**src/rtl/core/assert_macros.svh**
```systemverilog
// Assertion macros used by the top-level RTL file of the downmix ring buffer.
// Depends on nothing; NO_ASSERTIONS removes every check at compile time.
`ifndef ASSERT_MACROS_SVH
`define ASSERT_MACROS_SVH

`ifndef NO_ASSERTIONS

// Clocked check that is switched off while reset is asserted.
`define DAJF_ASSERT(label, clk, rst_n, prop, msg) \
    label: assert property (@(posedge clk) disable iff (!(rst_n)) (prop)) else $error(msg);

// Clocked check that also holds during reset.
`define DAJF_ASSERT_ALWAYS(label, clk, prop, msg) \
    label: assert property (@(posedge clk) (prop)) else $error(msg);

`else

`define DAJF_ASSERT(label, clk, rst_n, prop, msg)
`define DAJF_ASSERT_ALWAYS(label, clk, prop, msg)

`endif

`endif

```
**src/rtl/core/dajf_pkg.sv**
```systemverilog
// Package of the stereo downmix ring buffer: sizes, mix weights, action codes and types.
// Depends on nothing; used by dajf_mix and downmix_audio_jitter_fifo_top.
`timescale 1ns / 1ps

package dajf_pkg;

    // Ring and run sizes.
    localparam int RING_FRAMES = 2048;
    localparam int RUN_FRAMES  = 32;
    localparam int IDX_W       = $clog2(RING_FRAMES);
    localparam int FILL_W      = $clog2(RING_FRAMES + 1);
    localparam int RUN_CNT_W   = (RUN_FRAMES > 1) ? $clog2(RUN_FRAMES) : 1;

    // Field widths.
    localparam int ACTION_W = 2;
    localparam int COUNT_W  = 4;
    localparam int SAMPLE_W = 16;
    localparam int TOTAL_W  = 32;

    // Action codes; the fourth code is ignored.
    localparam logic [ACTION_W-1:0] ACT_PUSH  = 2'd0;
    localparam logic [ACTION_W-1:0] ACT_READ  = 2'd1;
    localparam logic [ACTION_W-1:0] ACT_CLEAR = 2'd2;

    localparam logic [COUNT_W-1:0] MAX_CHANNELS = 4'd6;

    // Mix weights in units of 1/10000.
    localparam int W_FRONT  = 10000;
    localparam int W_CENTER = 7071;
    localparam int W_LFE    = 2500;
    localparam int W_SURR   = 5000;

    // Accumulator and reciprocal divider sizes.
    localparam int ACC_W       = 32;
    localparam int MAG_W       = 29;
    localparam int RECIP_SHIFT = 43;
    localparam int RECIP_W     = 30;
    localparam int QPROD_W     = MAG_W + RECIP_W;
    localparam longint unsigned RECIP_VAL =
        ((64'd1 << RECIP_SHIFT) + 64'(W_FRONT) - 64'd1) / 64'(W_FRONT);
    localparam logic [RECIP_W-1:0] RECIP = RECIP_W'(RECIP_VAL);

    // Accumulator limits beyond which the truncated quotient saturates.
    localparam logic signed [ACC_W-1:0] SAT_HI_ACC = ACC_W'(32768 * W_FRONT);
    localparam logic signed [ACC_W-1:0] SAT_LO_ACC = ACC_W'(-32769 * W_FRONT);

    // Samples and controls of one push.
    typedef struct packed {
        logic                       rate;
        logic [COUNT_W-1:0]         count;
        logic signed [SAMPLE_W-1:0] fl;
        logic signed [SAMPLE_W-1:0] fr;
        logic signed [SAMPLE_W-1:0] ctr;
        logic signed [SAMPLE_W-1:0] lfe;
        logic signed [SAMPLE_W-1:0] sl;
        logic signed [SAMPLE_W-1:0] sr;
    } mix_in_t;

    // Stored frame: left in the low half, right in the high half.
    typedef struct packed {
        logic signed [SAMPLE_W-1:0] right;
        logic signed [SAMPLE_W-1:0] left;
    } frame_t;

    // Status of the mix pipeline.
    typedef struct packed {
        logic frame_valid;
        logic busy;
    } mix_stat_t;

    // One result beat.
    typedef struct packed {
        logic signed [SAMPLE_W-1:0] left;
        logic signed [SAMPLE_W-1:0] right;
        logic                       last;
        logic                       underrun;
        logic [FILL_W-1:0]          fill;
        logic [TOTAL_W-1:0]         total;
    } beat_t;

    // Next ring position with wrap.
    function automatic logic [IDX_W-1:0] idx_wrap(input logic [IDX_W-1:0] i);
        return (i == IDX_W'(RING_FRAMES - 1)) ? '0 : i + 1'b1;
    endfunction

endpackage

```
**src/rtl/core/dajf_mix.sv**
```systemverilog
// Five-stage downmix pipeline: weights, sums, saturation, reciprocal divide, pack.
// Depends on dajf_pkg.
`timescale 1ns / 1ps

module dajf_mix (
    input  logic               aclk,
    input  logic               aresetn,
    input  logic               in_valid,
    input  dajf_pkg::mix_in_t  in_data,
    output dajf_pkg::mix_stat_t stat,
    output dajf_pkg::frame_t   frame_out
);
    import dajf_pkg::*;

    localparam logic signed [ACC_W-1:0] K_FRONT  = ACC_W'(W_FRONT);
    localparam logic signed [ACC_W-1:0] K_CENTER = ACC_W'(W_CENTER);
    localparam logic signed [ACC_W-1:0] K_LFE    = ACC_W'(W_LFE);
    localparam logic signed [ACC_W-1:0] K_SURR   = ACC_W'(W_SURR);

    logic [4:0] vld_reg;

    logic [COUNT_W-1:0]         n_eff;
    logic                       active;
    logic signed [SAMPLE_W-1:0] s_front [2];
    logic signed [SAMPLE_W-1:0] s_surr  [2];
    logic signed [SAMPLE_W-1:0] s_ctr;
    logic signed [SAMPLE_W-1:0] s_lfe;

    logic signed [ACC_W-1:0] front_reg [2];
    logic signed [ACC_W-1:0] surr_reg  [2];
    logic signed [ACC_W-1:0] ctr_reg;
    logic signed [ACC_W-1:0] lfe_reg;
    logic signed [ACC_W-1:0] acc_reg   [2];
    logic                    neg3_reg  [2];
    logic                    hi3_reg   [2];
    logic                    lo3_reg   [2];
    logic [MAG_W-1:0]        mag_reg   [2];
    logic                    neg4_reg  [2];
    logic                    hi4_reg   [2];
    logic                    lo4_reg   [2];
    logic [QPROD_W-1:0]      qprod_reg [2];
    frame_t                  frame_reg;

    logic [SAMPLE_W-1:0]     quot [2];
    logic [SAMPLE_W-1:0]     res  [2];

    // Channel selection: missing channels count as zero, one channel feeds both sides.
    always_comb begin
        n_eff  = (in_data.count > MAX_CHANNELS) ? MAX_CHANNELS : in_data.count;
        active = in_data.rate && (in_data.count != '0);
        s_front[0] = active ? in_data.fl : '0;
        s_front[1] = active ? ((n_eff > 4'd1) ? in_data.fr : in_data.fl) : '0;
        s_ctr      = (active && (n_eff > 4'd2)) ? in_data.ctr : '0;
        s_lfe      = (active && (n_eff > 4'd3)) ? in_data.lfe : '0;
        s_surr[0]  = (active && (n_eff > 4'd4)) ? in_data.sl : '0;
        s_surr[1]  = (active && (n_eff > 4'd5)) ? in_data.sr : '0;
    end

    // Beat valid through the stages.
    always_ff @(posedge aclk) begin
        if (!aresetn) begin
            vld_reg <= '0;
        end else begin
            vld_reg <= {vld_reg[3:0], in_valid};
        end
    end

    // Divider output: quotient magnitude, then sign and saturation.
    always_comb begin
        for (int i = 0; i < 2; i++) begin
            quot[i] = qprod_reg[i][RECIP_SHIFT+SAMPLE_W-1:RECIP_SHIFT];
            if (hi4_reg[i]) begin
                res[i] = 16'h7FFF;
            end else if (lo4_reg[i]) begin
                res[i] = 16'h8000;
            end else begin
                res[i] = neg4_reg[i] ? (16'd0 - quot[i]) : quot[i];
            end
        end
    end

    // Datapath stages.
    always_ff @(posedge aclk) begin
        // Weighted products.
        for (int i = 0; i < 2; i++) begin
            front_reg[i] <= ACC_W'(s_front[i]) * K_FRONT;
            surr_reg[i]  <= ACC_W'(s_surr[i]) * K_SURR;
        end
        ctr_reg <= ACC_W'(s_ctr) * K_CENTER;
        lfe_reg <= ACC_W'(s_lfe) * K_LFE;
        // Sums, saturation test and magnitude, reciprocal multiply.
        for (int i = 0; i < 2; i++) begin
            acc_reg[i]   <= front_reg[i] + ctr_reg + lfe_reg + surr_reg[i];
            neg3_reg[i]  <= acc_reg[i] < 0;
            hi3_reg[i]   <= acc_reg[i] >= SAT_HI_ACC;
            lo3_reg[i]   <= acc_reg[i] <= SAT_LO_ACC;
            mag_reg[i]   <= MAG_W'((acc_reg[i] < 0) ? -acc_reg[i] : acc_reg[i]);
            neg4_reg[i]  <= neg3_reg[i];
            hi4_reg[i]   <= hi3_reg[i];
            lo4_reg[i]   <= lo3_reg[i];
            qprod_reg[i] <= QPROD_W'(mag_reg[i]) * QPROD_W'(RECIP);
        end
        // Packed frame.
        frame_reg.left  <= res[0];
        frame_reg.right <= res[1];
    end

    assign stat.frame_valid = vld_reg[4];
    assign stat.busy        = |vld_reg;
    assign frame_out        = frame_reg;

endmodule

```
**config.mk**
```make
export PLATFORM = sky130hd
export DESIGN_NAME = dajf_mix
export DESIGN_NICKNAME = d
export VERILOG_FILES = /design/src/rtl/core/assert_macros.svh /design/src/rtl/core/dajf_pkg.sv /design/src/rtl/core/dajf_mix.sv
export SDC_FILE = /design/constraint.sdc
export NUM_CORES = 2
export LEC_CHECK = 0
export BUFFER_PORTS_ARGS = -buffer_cell sky130_fd_sc_hd__buf_4
export CORE_MARGIN = 8
export CORE_UTILIZATION = 67
export DETAILED_ROUTE_END_ITERATION = 10
export PLACE_DENSITY = 0.95
export SYNTH_ARGS = -nofsm -noshare
export SYNTH_HDL_FRONTEND = slang
export SYNTH_SLANG_ARGS = --single-unit
```
**constraint.sdc**
```tcl
create_clock -name aclk -period 11.6 [get_ports aclk]
set_input_delay 2.32 -clock aclk [delete_from_list [all_inputs] [get_ports aclk]]
set_output_delay 2.32 -clock aclk [all_outputs]
set_load 0.03 [all_outputs]
```
==> impl_metrics.csv <==
group,metric,value,unit
clocking,cts_resized,0,
timing,drv_slew,0,
floorplan,core-area,96900,sq um
timing,min_period,8820,ps
clocking,clock_sinks,364,
timing,rsz0062_at_grt,"false",
clocking,cts_buffers,43,
global_route,grt_pass1_wl,281000,um
timing,finalSetupViolations,0,
setup_path,required,12150,ps
timing,tns,0,ps
global_route,antenna_found_initial,9,
route,drc,0,
worst_hold_path,hold_path_class,"flop to flop",
clocking,cts_tree,"done",
clocking,cts_htree_levels,2,
timing,maxClockFrequency,0.113,GHz
synthesis,synth.yosys.seq_area_share,11.1,%
setup_path,startpoint_type,"primary input",
layout,drive_above_1_share,3.72,%
setup_path,critical_path.most_common_cell,"fa_1",
floorplan,floorplan.die_area,108000,sq um
placed_design,post-dp-hpwl,157000,um
floorplan,fp-row-count,114,
synthesis,synth_cell_types,75,
global_route,grt_max_degree,34,
outcome,status,"finished clean",
synthesis,async_flop_share,0,%
synthesis,synthCells,6497,
setup_path,end_kind,"flop",
floorplan,die_h,329,um
route,wl_per_cell,22.5,um
timing,post-route-period-util,76.1,%
run,timing.max_cap.violations,0,
global_route,grt.total_usage,33.8,%
clocking,clock_path_buffers,3,
clocking,cts_root_buf,"clkbuf_16",
layout,syn_to_final_growth,6.17,%
setup_path,path_delay_family,"adder cells",
synthesis,synthesis.area,65500,sq um
synthesis,synth.ff_latch_count,364,
timing,hold_violations,0,
clocking,postCtsSetupRepairBufs,0,
layout,finalNetCount,9211,
synthesis,ys.flop_type,"dfxtp_1",
route,drt_wl_total,179000,um
timing,skew,26.9,ps
clocking,clkSlewWorstSetupHoldPaths,70,ps
layout,final_common_cell,"inv_1",
setup_path,cp.arrival,9370,ps
setup_path,cpPeakStageDelay,820,ps
timing,maxSlewHeadroom,26.2,%
setup_path,critPathBufInv,5,
floorplan,die_w,329,um
global_route,grt-ovfl-total,0,
layout,largest_reg_flops,61,
setup_path,worst_path_max_delay_cell,"inv_1",
placed_design,gp_congestion,1.03,
setup_path,crit_fanout,22,
clocking,insertion_delay,630,ps
setup_path,ff2ff_setup_slack,3570,ps
placed_design,io_buffer_count,137,
synthesis,avgSynthCellArea,10.1,sq um
route,route.vias.total,46400,
route,drt_iter0_drc,3984,
route,final_antenna_net_count,0,
synthesis,syn_nets,9056,
layout,final_cell_mix,"inv_1, ha_1, fa_1, dfxtp_1, a21oi_1",
floorplan,start_util,67.6,%
setup_path,critPathKind,"primary input to flop",
timing,worst_pin_slew,1110,ps
global_route,grt_pass1_vias,50900,
route,first_pass_iters,6,
clocking,ctsHoldBuffers,0,
floorplan,ios,138,
synthesis,synth_warnings,0,
route,via_per_inst,5.83,
synthesis,synth_edf_count,0,
## worst reg2reg max path, cell delays in order (launching register included)
cell	delay, ps
dfxtp_1	700
ha_1	460
inv_1	150
fa_1	570
inv_1	90
fa_1	540
inv_1	70
fa_1	550
fa_1	450
fa_1	500
inv_1	60
fa_1	470
inv_1	50
fa_1	480
inv_1	50
ha_1	320
and4_1	300
nand3_1	150
nor4_1	590
and3_1	260
a22o_1	200
o41a_1	240
o41a_1	240
nor4b_1	80
or3_1	350
## path summary, 6_finish.rpt
check,start,endpoint,depth (start not counted)
max,in_data[97],ctr_reg[29],25
min,neg3_reg[0][1],neg4_reg[0][1],0
max reg2reg,mag_reg[0][21],qprod_reg[0][53],24
min reg2reg,neg3_reg[0][1],neg4_reg[0][1],0
## per-stage QoR
| step | setup WS (ps) | utilization (%) | area (sq um) | hold WS, ps | std cells |
|---|---|---|---|---|---|
| final | 2780 | 71.8 | 69600 | 353 | 7963 |
| after global routing | 2220 | 71.8 | 69500 | 349 | 7961 |
| after CTS | 2710 | 71.8 | 69500 | 347 | 7961 |
| after detailed placement | 2080 | 70.3 | 68100 | 327 | 7883 |
| after global placement | 2300 | 70.3 | 68100 | 320 | 7883 |
| after floorplan | 3130 | - | 65500 | 310 | 6497 |
## per-layer routing
metal	track usage (%)	vias to the layer above	wire length, um
li1	-	20700	-
met1	41.1	23000	67600
met2	57.4	2165	85600
met3	6.28	569	14300
met4	18.0	0	11900
met5	0	-	0
## synth_stat cells, types with 30 or more instances
library cell / number / share of area [%]
ha_1: 1248 / 24
nor2_1: 144 / 0.83
a211oi_1: 34 / 0.39
and3_1: 40 / 0.38
nand3_1: 58 / 0.44
dfxtp_1: 364 / 11
a21o_1: 88 / 1.0
nand2b_1: 30 / 0.29
o21ai_0: 121 / 0.92
or3_1: 41 / 0.39
inv_1: 1815 / 10
nor2b_1: 32 / 0.31
clkbuf_1: 32 / 0.18
nor3_1: 61 / 0.47
o31ai_1: 36 / 0.41
a21oi_1: 218 / 1.7
xor2_1: 90 / 1.2
xnor2_1: 210 / 2.8
fa_1: 1207 / 37
and2_1: 66 / 0.63
o21bai_1: 55 / 0.63
nand2_1: 212 / 1.2
## area by class of cell
type	count	area, sq um
flip-flops and latches	364	7290
diodes	2	5.00
well taps	1276	1600
repair buffers	144	1080
fillers	6818	27300
clock inverters	28	342
clock buffers	50	1140
inverters	1815	6810
multi-input cells	4284	51300
## logic make-up after synthesis
| logic type | share of synthesized area (%) |
|---|---|
| and+or+nand+nor | 6.07 |
| muxes | 0.168 |
| adders and majority gates | 60.7 |
| AOI/OAI and AO/OA | 7.31 |
| DFF | 11.1 |
| xor gates and xnor gates | 4.01 |
| buffers and inverters | 10.6 |
Power is not shown: default switching activity piles up to over one toggle a cycle in this logic, so the estimate is an artifact.
